==> config.mk <==
export PLATFORM = sky130hd
export DESIGN_NAME = selectable_first_order_iir
export DESIGN_NICKNAME = d
export VERILOG_FILES = /design/src/sfi_pkg.sv /design/src/sfi_mode_ctrl.sv /design/src/sfi_filter.sv /design/src/selectable_first_order_iir.sv
export SDC_FILE = /design/constraint.sdc
export NUM_CORES = 2
export LEC_CHECK = 0
export BUFFER_PORTS_ARGS = -buffer_cell sky130_fd_sc_hd__clkbuf_2
export CAP_MARGIN = 10
export CORE_MARGIN = 2
export CORE_UTILIZATION = 61
export CTS_BUF_LIST = sky130_fd_sc_hd__clkbuf_4 sky130_fd_sc_hd__clkbuf_8
export CTS_CLUSTER_SIZE = 12
export DETAILED_ROUTE_END_ITERATION = 16
export PLACE_DENSITY = 0.89
export SLEW_MARGIN = 20
export SYNTH_ARGS = -nofsm -noshare
export SYNTH_HDL_FRONTEND = slang
export SYNTH_SLANG_ARGS = --single-unit
==> constraint.sdc <==
create_clock -name i_clk -period 17.5 [get_ports i_clk]
set_clock_uncertainty 0.2 [all_clocks]
set_input_delay 5.25 -clock i_clk [delete_from_list [all_inputs] [get_ports i_clk]]
set_output_delay 5.25 -clock i_clk [all_outputs]
set_load 0.1 [all_outputs]
==> src/sfi_pkg.sv <==
// sfi_pkg: shared types and constants for the selectable first-order IIR block.
// Used by sfi_mode_ctrl, sfi_filter and selectable_first_order_iir.
// No dependencies.
`default_nettype none

package sfi_pkg;

    localparam int SAMPLE_BITS_DEF = 12;
    localparam int FRAC_BITS       = 8;
    localparam int COEF_BITS       = 15;
    localparam int Y1_BITS         = 24;
    localparam int OUT_BITS        = 14;
    localparam int OUT_MAX         = 8191;

    localparam logic [COEF_BITS-1:0] COEF_RESET = 15'd29491;

    typedef enum logic [1:0] {
        MODE_PASS = 2'd0,
        MODE_LOW  = 2'd1,
        MODE_HIGH = 2'd2
    } t_mode;

    // button word handed to the mode controller
    typedef struct packed {
        logic strobe;
        logic level;
    } t_btn_evt;

    // item kinds on tuser
    localparam logic KIND_BUTTON = 1'b0;
    localparam logic KIND_ADC    = 1'b1;

endpackage

`default_nettype wire

==> src/sfi_mode_ctrl.sv <==
// sfi_mode_ctrl: mode register advanced on each released-after-pressed button edge.
// Depends on sfi_pkg.
`default_nettype none

module sfi_mode_ctrl (
    input  wire              i_clk,
    input  wire              i_rst_n,
    input  sfi_pkg::t_btn_evt i_btn,
    output sfi_pkg::t_mode    o_mode
);

    sfi_pkg::t_mode r_mode;
    sfi_pkg::t_mode n_mode;
    logic           r_last;
    logic           n_last;

    always_ff @(posedge i_clk) begin
        if (!i_rst_n) begin
            r_mode <= sfi_pkg::MODE_PASS;
            r_last <= 1'b1;
        end else begin
            r_mode <= n_mode;
            r_last <= n_last;
        end
    end

    always_comb begin
        n_mode = r_mode;
        n_last = r_last;
        if (i_btn.strobe) begin
            n_last = i_btn.level;
            if (!r_last && i_btn.level) begin
                case (r_mode)
                    sfi_pkg::MODE_PASS: n_mode = sfi_pkg::MODE_LOW;
                    sfi_pkg::MODE_LOW:  n_mode = sfi_pkg::MODE_HIGH;
                    default:            n_mode = sfi_pkg::MODE_PASS;
                endcase
            end
        end
    end

    assign o_mode = r_mode;

endmodule

`default_nettype wire

==> src/sfi_filter.sv <==
// sfi_filter: single-pass low-pass / high-pass / passthrough arithmetic with y1 and x1 state.
// Depends on sfi_pkg.
`default_nettype none

module sfi_filter #(
    parameter int SAMPLE_BITS = sfi_pkg::SAMPLE_BITS_DEF
) (
    input  wire                                    i_clk,
    input  wire                                    i_rst_n,
    input  wire                                    i_update,
    input  sfi_pkg::t_mode                         i_mode,
    input  wire  [sfi_pkg::COEF_BITS-1:0]          i_coef,
    input  wire  [SAMPLE_BITS-1:0]                 i_sample,
    output logic signed [sfi_pkg::OUT_BITS-1:0]    o_filtered
);

    localparam int FB  = sfi_pkg::FRAC_BITS;
    localparam int CB  = sfi_pkg::COEF_BITS;
    localparam int YB  = sfi_pkg::Y1_BITS;
    localparam int OB  = sfi_pkg::OUT_BITS;
    localparam int XW  = SAMPLE_BITS + FB;
    localparam int MW  = (XW > YB) ? XW : YB;
    localparam int AW  = MW + 2;
    localparam int PW  = AW + CB + 2;
    localparam int YW  = MW + 1;

    localparam logic signed [PW-1:0] BIAS_C  = PW'((1 << CB) - 1);
    localparam logic signed [PW-1:0] Y1_HI   = PW'((1 << (YB - 1)) - 1);
    localparam logic signed [PW-1:0] Y1_LO   = -Y1_HI - PW'(1);
    localparam logic signed [YW-1:0] BIAS_F  = YW'((1 << FB) - 1);
    localparam logic signed [YW-1:0] OUT_HI  = YW'(sfi_pkg::OUT_MAX);
    localparam logic signed [YW-1:0] OUT_LO  = -OUT_HI;

    logic signed [YB-1:0]        r_y1;
    logic        [SAMPLE_BITS-1:0] r_x1;

    logic signed [XW:0]          xq;
    logic signed [XW:0]          x1q;
    logic signed [CB+1:0]        gain;
    logic signed [CB+1:0]        coef;
    logic signed [XW+CB+2:0]     lp_px;
    logic signed [YB+CB+1:0]     lp_py;
    logic signed [AW-1:0]        hp_diff;
    logic signed [AW+CB+1:0]     hp_prod;
    logic signed [PW-1:0]        prod;
    logic signed [PW-1:0]        rnd_c;
    logic signed [PW-1:0]        sum_c;
    logic signed [PW-1:0]        shf_c;
    logic signed [YB-1:0]        y_filt;
    logic signed [YW-1:0]        yv;
    logic signed [YW-1:0]        rnd_f;
    logic signed [YW-1:0]        yt;

    assign xq    = {1'b0, i_sample, {FB{1'b0}}};
    assign x1q   = {1'b0, r_x1, {FB{1'b0}}};
    assign coef  = {2'b00, i_coef};
    assign gain  = {1'b0, (CB+1)'(1) << CB} - coef;

    assign lp_px   = xq * gain;
    assign lp_py   = r_y1 * coef;
    assign hp_diff = AW'(xq) - AW'(x1q) + AW'(r_y1);
    assign hp_prod = hp_diff * coef;

    always_comb begin
        if (i_mode == sfi_pkg::MODE_HIGH) begin
            prod = PW'(hp_prod);
        end else begin
            prod = PW'(lp_px) + PW'(lp_py);
        end
        // truncate toward zero
        if (prod[PW-1]) begin
            rnd_c = BIAS_C;
        end else begin
            rnd_c = '0;
        end
        sum_c = prod + rnd_c;
        shf_c = sum_c >>> CB;
        if (shf_c > Y1_HI) begin
            y_filt = YB'(Y1_HI);
        end else if (shf_c < Y1_LO) begin
            y_filt = YB'(Y1_LO);
        end else begin
            y_filt = YB'(shf_c);
        end

        if (i_mode == sfi_pkg::MODE_PASS) begin
            yv = YW'(xq);
        end else begin
            yv = YW'(y_filt);
        end
        if (yv[YW-1]) begin
            rnd_f = BIAS_F;
        end else begin
            rnd_f = '0;
        end
        yt = (yv + rnd_f) >>> FB;
        if (yt > OUT_HI) begin
            o_filtered = OB'(OUT_HI);
        end else if (yt < OUT_LO) begin
            o_filtered = OB'(OUT_LO);
        end else begin
            o_filtered = OB'(yt);
        end
    end

    always_ff @(posedge i_clk) begin
        if (!i_rst_n) begin
            r_y1 <= '0;
            r_x1 <= '0;
        end else if (i_update) begin
            case (i_mode)
                sfi_pkg::MODE_LOW: begin
                    r_y1 <= y_filt;
                end
                sfi_pkg::MODE_HIGH: begin
                    r_y1 <= y_filt;
                    r_x1 <= i_sample;
                end
                default: begin
                end
            endcase
        end
    end

endmodule

`default_nettype wire

==> src/selectable_first_order_iir.sv <==
// selectable_first_order_iir: top level; input register, mode control, filter
// and output register. Depends on sfi_pkg, sfi_mode_ctrl and sfi_filter.
//
// Usage:
//   Slave channel (i_s_*): one word per item. tuser = 0 marks a button level
//   word (tdata bit 0 = level, 0 pressed, 1 released); tuser = 1 marks an ADC
//   word (sample in tdata above the level bit). A press-then-release advances
//   the mode passthrough -> low-pass -> high-pass -> passthrough; button words
//   give no result.
//   Master channel (o_m_*): one result word per ADC word, carrying the sample
//   echo, the filtered value (Q0, saturated to +-8191) and the mode used.
//   Config channel (i_cfg_*): pole coefficient a in Q15, always ready; write
//   it only while no word is in flight.
//   Path: ADC word -> input register -> combinational filter -> output register.
//   Throughput: one word per cycle while i_m_tready is high, set by the filter
//   update (multiply-add feeding y1 back) between input and output registers.
//   Reset: mode is passthrough, button taken as released, x1 and y1 cleared,
//   coefficient 29491 (0.9). Both registers empty.
//   Stall: the output register holds its word while i_m_tready is low; the
//   input register keeps taking words until it holds an ADC word, then tready drops.
`default_nettype none

module selectable_first_order_iir #(
    parameter  int SAMPLE_BITS = sfi_pkg::SAMPLE_BITS_DEF,
    localparam int IN_DW       = ((SAMPLE_BITS + 1 + 7) / 8) * 8,
    localparam int OUT_DW      = ((SAMPLE_BITS + sfi_pkg::OUT_BITS + 2 + 7) / 8) * 8
) (
    input  wire                              i_clk,
    input  wire                              i_rst_n,
    input  wire                              i_s_tvalid,
    output logic                             o_s_tready,
    input  wire  [IN_DW-1:0]                 i_s_tdata,   // button_level, sample
    input  wire                              i_s_tuser,   // req_type
    output logic                             o_m_tvalid,
    input  wire                              i_m_tready,
    output logic [OUT_DW-1:0]                o_m_tdata,   // input_echo, filtered, mode_used
    input  wire                              i_cfg_valid,
    output logic                             o_cfg_ready,
    input  wire  [sfi_pkg::COEF_BITS-1:0]    i_cfg_data
);

    localparam int OB = sfi_pkg::OUT_BITS;

    logic [sfi_pkg::COEF_BITS-1:0] r_coef;

    logic                    r_in_valid;
    logic                    r_in_kind;
    logic                    r_in_level;
    logic [SAMPLE_BITS-1:0]  r_in_sample;

    logic                    r_out_valid;
    logic [SAMPLE_BITS-1:0]  r_out_echo;
    logic signed [OB-1:0]    r_out_filt;
    sfi_pkg::t_mode          r_out_mode;

    logic                    s_accept;
    logic                    out_free;
    logic                    fire;
    logic                    fire_adc;
    sfi_pkg::t_btn_evt       btn_evt;
    sfi_pkg::t_mode          mode;
    logic signed [OB-1:0]    filt;

    assign o_cfg_ready = 1'b1;
    assign out_free    = !r_out_valid || i_m_tready;
    assign fire        = r_in_valid && ((r_in_kind == sfi_pkg::KIND_BUTTON) || out_free);
    assign fire_adc    = fire && (r_in_kind == sfi_pkg::KIND_ADC);
    assign o_s_tready  = !r_in_valid || fire;
    assign s_accept    = i_s_tvalid && o_s_tready;

    assign btn_evt.strobe = fire && (r_in_kind == sfi_pkg::KIND_BUTTON);
    assign btn_evt.level  = r_in_level;

    always_ff @(posedge i_clk) begin
        if (!i_rst_n) begin
            r_coef <= sfi_pkg::COEF_RESET;
        end else if (i_cfg_valid) begin
            r_coef <= i_cfg_data;
        end
    end

    always_ff @(posedge i_clk) begin
        if (!i_rst_n) begin
            r_in_valid <= 1'b0;
        end else if (s_accept) begin
            r_in_valid <= 1'b1;
        end else if (fire) begin
            r_in_valid <= 1'b0;
        end
    end

    always_ff @(posedge i_clk) begin
        if (s_accept) begin
            r_in_kind   <= i_s_tuser;
            r_in_level  <= i_s_tdata[0];
            r_in_sample <= i_s_tdata[SAMPLE_BITS:1];
        end
    end

    sfi_mode_ctrl u_mode (
        .i_clk   (i_clk),
        .i_rst_n (i_rst_n),
        .i_btn   (btn_evt),
        .o_mode  (mode)
    );

    sfi_filter #(
        .SAMPLE_BITS (SAMPLE_BITS)
    ) u_filter (
        .i_clk      (i_clk),
        .i_rst_n    (i_rst_n),
        .i_update   (fire_adc),
        .i_mode     (mode),
        .i_coef     (r_coef),
        .i_sample   (r_in_sample),
        .o_filtered (filt)
    );

    always_ff @(posedge i_clk) begin
        if (!i_rst_n) begin
            r_out_valid <= 1'b0;
        end else if (fire_adc) begin
            r_out_valid <= 1'b1;
        end else if (i_m_tready) begin
            r_out_valid <= 1'b0;
        end
    end

    always_ff @(posedge i_clk) begin
        if (fire_adc) begin
            r_out_echo <= r_in_sample;
            r_out_filt <= filt;
            r_out_mode <= mode;
        end
    end

    assign o_m_tvalid = r_out_valid;
    assign o_m_tdata  = OUT_DW'({r_out_mode, r_out_filt, r_out_echo});

`ifndef NO_ASSERTIONS
    a_filt_sat : assert property (@(posedge i_clk) disable iff (!i_rst_n)
        r_out_valid |-> r_out_filt != {1'b1, {(OB-1){1'b0}}})
        else $error("filtered value outside +-8191");

    a_pass_echo : assert property (@(posedge i_clk) disable iff (!i_rst_n)
        (r_out_valid && r_out_mode == sfi_pkg::MODE_PASS
            && (SAMPLE_BITS + OB)'(r_out_echo) <= (SAMPLE_BITS + OB)'(sfi_pkg::OUT_MAX))
        |-> (SAMPLE_BITS + OB)'($unsigned(r_out_filt)) == (SAMPLE_BITS + OB)'(r_out_echo))
        else $error("passthrough result differs from sample");

    a_in_hold : assert property (@(posedge i_clk) disable iff (!i_rst_n)
        (r_in_valid && !fire) |=> r_in_valid)
        else $error("pending input word dropped");
`endif

endmodule

`default_nettype wire
### After elaboration in Yosys (flattened, before gate mapping)

Cells that the tools add are included.

| storage, ports and cells | value |
|---|---|
| register bits | 98 |
| logic and storage cells | 61 |
| output and inout bits | 35 |
| input port bits | 37 |

| operators by class | value |
|---|---|
| bitwise gates (word level) | 1 |
| add/sub/neg operators | 6 |
| order comparisons | 4 |
| multiply operators | 3 |
| reductions and logical operators | 19 |
| equal/unequal tests | 2 |
| multiplexer cells | 12 |

Operators by type and width:

| operator | number |
|---|---|
| 24-bit 2-to-1 mux | 2 |
| 43-bit by 16-bit adder with 43-bit output | 1 |
| 43-bit 2-to-1 mux | 1 |
| 26-bit by 16-bit multiplier with 42-bit output | 1 |
| 38-bit by 40-bit adder with 41-bit output | 1 |
| 24-bit by 16-bit multiplier with 40-bit output | 1 |
| 13-bit by 17-bit multiplier with 30-bit output | 1 |
| 28-bit by 24-bit > comparator with 1-bit output, second input constant | 1 |
| 28-bit by 24-bit < comparator with 1-bit output, second input constant | 1 |
| 21-bit by 24-bit adder with 25-bit output | 1 |
| 25-bit by 9-bit adder with 25-bit output | 1 |
| 25-bit 2-to-1 mux | 1 |
| 20-bit by 20-bit subtractor with 21-bit output | 1 |
| 17-bit by 14-bit > comparator with 1-bit output, second input constant | 1 |
| 17-bit by 14-bit < comparator with 1-bit output, second input constant | 1 |
| 16-bit by 15-bit subtractor with 17-bit output, first input constant | 1 |
| 15-bit 2-to-1 mux | 1 |
| 14-bit 2-to-1 mux | 1 |
| 8-bit 2-to-1 mux | 1 |
| 2-bit AND reduction | 3 |
| 1-bit logical AND | 5 |
| 1-bit 2-to-1 mux | 4 |
| 2-bit case mux with 2 select lines | 1 |
| 2-bit nonzero test | 2 |
| 7 further kinds | 12 |

### Longest topological paths before layout

| depth | value |
|---|---|
| depth after elaboration | 14 |
| depth in mapped cells | 76 |
| depth with buffers taken out | 72 |

### Cells and area by module

From an unflattened synthesis, not the netlist that was laid out.

| second synthesis, totals | value |
|---|---|
| cell total of the unflattened synthesis | 4573 |
| area total of the unflattened synthesis | 40418.8 µm² |

By module, submodules not included:

| module | times used | seq. area each (µm²) | area each (µm²) | cells an instance |
|---|---|---|---|---|
| sfi_filter | 1 | 720.7 | 38331.8 | 4453 |
| selectable_first_order_iir | 1 | 1601.5 | 1960.6 | 108 |
| sfi_mode_ctrl | 1 | 60.1 | 126.4 | 12 |

### Worst setup path before layout

OpenSTA, ideal clock, no wires.

| path | value |
|---|---|
| kind | reg2reg |
| start point | register r_coef[0] in the netlist's numbering |
| end point | register r_out_filt[1] (data pin) |
| buffers on the path | 6 |
| data arrival time | 16.580 ns |
| slack | 0.449 ns |
| period minus slack after synthesis | 17.051 ns |
| stages on the path, launching flop included | 75 |
| library setup time | 0.271 ns |
| data required time | 17.029 ns |
| cells stage by stage | dfxtp_1 -> clkbuf_1 -> inv_1 -> ha_1 -> nand2_1 -> nor3_1 -> xnor2_1 -> clkbuf_1 -> and2_1 -> fa_1 -> inv_1 -> fa_1 -> inv_1 -> fa_1 -> fa_1 -> inv_1 -> fa_1 -> inv_1 -> [39 not listed] -> buf_4 -> o31a_1 -> o22a_1 -> a21oi_1 -> clkbuf_1 -> a21oi_1 -> nor2_1 -> ha_1 -> a21o_1 -> a21o_1 -> a221oi_1 -> o31a_1 -> a221oi_4 -> nand4_4 -> nor2_4 -> a31oi_1 -> buf_2 -> o31ai_1 |

| on the way | value |
|---|---|
| longest elaborated chain between the ends | 14 |
| elaborated cells between the ends (all ways) | 18 |
| those cells by class | add/sub: 4; mul: 3; order compare: 4; mux: 7 |

RTL lines:

| item | RTL line | source |
|---|---|---|
| start: declaration | selectable_first_order_iir.sv:44 | `logic [sfi_pkg::COEF_BITS-1:0] r_coef;` |
| start signal: assignment | selectable_first_order_iir.sv:76 | `r_coef <= sfi_pkg::COEF_RESET;` |
| start signal: assignment | selectable_first_order_iir.sv:78 | `r_coef <= i_cfg_data;` |
| 16-bit by 15-bit subtractor with 17-bit output | sfi_filter.sv:57 | `assign gain = {1'b0, (CB+1)'(1) << CB} - coef;` |
| 13-bit by 17-bit multiplier with 30-bit output | sfi_filter.sv:59 | `assign lp_px = xq * gain;` |
| 38-bit by 40-bit adder with 41-bit output | sfi_filter.sv:68 | `prod = PW'(lp_px) + PW'(lp_py);` |
| 43-bit 2-to-1 mux (*) | sfi_filter.sv:65 | `if (i_mode == sfi_pkg::MODE_HIGH) begin` |
| 15-bit 2-to-1 mux | sfi_filter.sv:71 | `if (prod[PW-1]) begin` |
| 43-bit by 16-bit adder with 43-bit output (*) | sfi_filter.sv:76 | `sum_c = prod + rnd_c;` |
| 28-bit by 24-bit < comparator with 1-bit output | sfi_filter.sv:80 | `end else if (shf_c < Y1_LO) begin` |
| 24-bit 2-to-1 mux | sfi_filter.sv:80 |  |
| 24-bit 2-to-1 mux (*) | sfi_filter.sv:78 | `if (shf_c > Y1_HI) begin` |
| 25-bit 2-to-1 mux (*) | sfi_filter.sv:86 | `if (i_mode == sfi_pkg::MODE_PASS) begin` |
| 8-bit 2-to-1 mux | sfi_filter.sv:91 | `if (yv[YW-1]) begin` |
| 25-bit by 9-bit adder with 25-bit output (*) | sfi_filter.sv:96 | `yt = (yv + rnd_f) >>> FB;` |
| 17-bit by 14-bit < comparator with 1-bit output | sfi_filter.sv:99 | `end else if (yt < OUT_LO) begin` |
| 14-bit 2-to-1 mux | sfi_filter.sv:99 |  |
| end signal: assignment | selectable_first_order_iir.sv:132 | `r_out_filt <= filt;` |
| end: declaration | selectable_first_order_iir.sv:53 | `logic signed [OB-1:0] r_out_filt;` |

Mark *: on every way between the ends. The rest lies on a longest branch, timed or not.
A chain may end at the register's enable or synchronous reset.

### Worst setup path in the final report

| path | value |
|---|---|
| start point | register r_coef[5] in the netlist's numbering |
| end point | register r_out_filt[1] (data pin) |

Same word-level chain as after synthesis.

==> impl_metrics.ini <==
[run_status]
status = finished, final reports clean

[floorplanning]
ios = 72
dieArea_um2 = 67600
core_area_um2 = 64600
die_w_um = 260
initial_core_util_pct = 61.9
fp.dieH_um = 260
rows = 93

[clock_tree]
clk_path_buf_depth = 2
clk_pin_slew_ps = 120
clk_latency_ps = 430
cts_tree = built
clock_sinks = 98
htreeDepth = 3
cts_root_buf = clkbuf_8
cts_buffers = 9

[finish]
num-fill-cells = 4845
final_common_cell = inv_1
final_nets = 5763
layout.area.seq_um2 = 2400
multiInputGateArea_um2 = 33400
layout_common_cells = inv_1 (978), fa_1 (859), nand2_1 (564), and2_1 (402), ha_1 (306)
area_delta_synth_final_pct = 5.85
drive_gt1_share_pct = 7.28
fin_util_pct = 65.5
stdcell_count = 5420

[global_route]
grt_max_degree = 57
grt_pass1_wl_um = 179000
grt_usage_pct = 33.9
grt_overflow = 0
grt_pass1_vias = 35100
antenna_found_initial = 2

[logic_synthesis]
synth_ff_type = dfxtp_1
syn_inst = 4543
async_flop_share_pct = 0
synthesis.area_um2 = 40000
syn_area_per_cell_um2 = 8.80
synth-seq-area-share_pct = 5.96
yosysUniqueCellTypes = 87
synth_edf_count = 42
ys_warn_count = 0
ys_ff_latch = 98

[place]
placed_cells = 5388
gp_congestion = 1.01
portBuffers = 63
dpl.hpwl_um = 86600

[drt]
routed_wirelength_um = 111000
viasPerCell = 6.04
firstDrtPassIters = 6
wire_per_inst_um = 20.5
drtIter0Drc = 3512
antenna_left = 0
vias = 32700
drc = 0

[critical_path]
cp_max_fo = 44
cp.arrival_ps = 17150
cp.required_ps = 17560
cp_common_cell = fa_1
critPathKind = register to register
cp_slowest_cell = fa_1
cp-start-kind = register
ff2ff_setup_slack_ps = 410
worst_path_largest_cell_delay_ps = 570
endpoint_kind = register

[sta]
tns_ps = 0
min_period_ps = 17090
min_period_over_period_pct = 97.6
setup_viol = 0
max_slew_margin_pct = 20.3
holdWs_ps = 275
report.final.slew_viol_count = 0
grt_setup_unrepaired = yes
hold_violations = 0
worst_pin_slew_ps = 1180
timing.fmax_mhz = 58.5

[min_path]
hold_path.class = register to register

[run]
max_cap_viol_count = 0
==> layout make-up <==
type	instances	share of cell area [%]
diodes	2	0.0118
clock buffers	9	0.293
clock inverters	7	0.225
inverters	979	8.68
multi-input cells	3251	79.0
flip-flops and latches	98	5.66
well taps	855	2.53
repair buffers	219	3.63
==> Yosys cell counts (29+ instances only) <==
library cell | n | share of area [%]
inv_1 | 979 | 9.2
o21ai_0 | 99 | 1.2
xnor2_1 | 89 | 1.9
o21bai_1 | 33 | 0.62
mux2i_1 | 30 | 0.75
a21oi_1 | 163 | 2.0
nor2b_1 | 29 | 0.45
clkbuf_1 | 187 | 1.8
nor3_1 | 47 | 0.59
a21o_1 | 52 | 0.98
and2_1 | 403 | 6.3
o21a_1 | 30 | 0.56
nor2_1 | 115 | 1.1
ha_1 | 309 | 9.7
xor2_1 | 47 | 1.0
edfxtp_1 | 42 | 3.2
nand3_1 | 45 | 0.56
nand2_1 | 564 | 5.3
dfxtp_1 | 56 | 2.8
fa_1 | 859 | 43
==> state kept, by name, summed over array words and instances, names as in the netlist <==
name	count
u_filter.r_y1	24
u_filter.r_x1	12
r_in_level	1
r_in_kind	1
r_out_echo	12
u_mode.o_mode	2
r_out_mode	2
u_mode.r_last	1
r_in_valid	1
r_in_sample	12
r_out_filt	14
r_coef	15
o_m_tvalid	1
==> through the flow <==
| step | area (µm²) | setup slack (ps) |
|---|---|---|
| finish | 42300 | 411 |
| CTS | 41900 | 1.06 |
| global route | 42300 | -251 |
| global placement | 41700 | 160 |
| detailed placement | 41700 | -161 |
| floorplan | 40000 | 449 |
==> worst max-delay path, delay by kind of cell, from the launching register on <==
| family | cells | cell delay (ps) |
|---|---|---|
| AOI/OAI and AO/OA | 33 | 6580 |
| adders and majority gates | 13 | 5210 |
| and+or+nand+nor | 12 | 2680 |
| buffers and inverters | 10 | 1420 |
| xor gates and xnor gates | 2 | 390 |
| DFF | 1 | 380 |
==> cells by family (layout without fill, tap and decap cells) <==
| group | count (synthesis) | in the layout | synth area share (%) |
|---|---|---|---|
| and+or+nand+nor | 1332 | 1332 | 16.5 |
| buffers and inverters | 1197 | 1214 | 11.3 |
| adders and majority gates | 1168 | 1168 | 52.7 |
| AOI/OAI and AO/OA | 578 | 578 | 9.72 |
| xor gates and xnor gates | 136 | 136 | 2.98 |
| DFF | 98 | 98 | 5.96 |
| muxes | 32 | 32 | 0.807 |
| other | 2 | 7 | 0.0188 |
==> worst paths after layout <==
path                                         end        startpoint  cells past startpoint
worst min-delay path            u_filter.r_x1[9]  u_filter.r_x1[9]                      2
worst max register to register     r_out_filt[1]         r_coef[5]                     70
worst min register to register  u_filter.r_x1[9]  u_filter.r_x1[9]                      2
worst max-delay path               r_out_filt[1]         r_coef[5]                     70
==> repair_timing <==
action                     CTS  global route
setup endpoints to repair   14            14
pin swaps                    0            21
resized for setup            7            60
hold endpoints to repair     0             0
cloned                       0             1
buffers inserted             0            13
hold buffers                 0             0
==> metal layers <==
layer	vias to the layer above	wire [µm]	track usage, %
li1	14000	-	-
met1	16200	39900	43.2
met2	2008	52400	54.9
met3	575	11800	6.35
met4	2	7190	18.2
met5	-	12	0
Power is not shown: default switching activity piles up to over one toggle a cycle in this logic, so the estimate is an artifact.
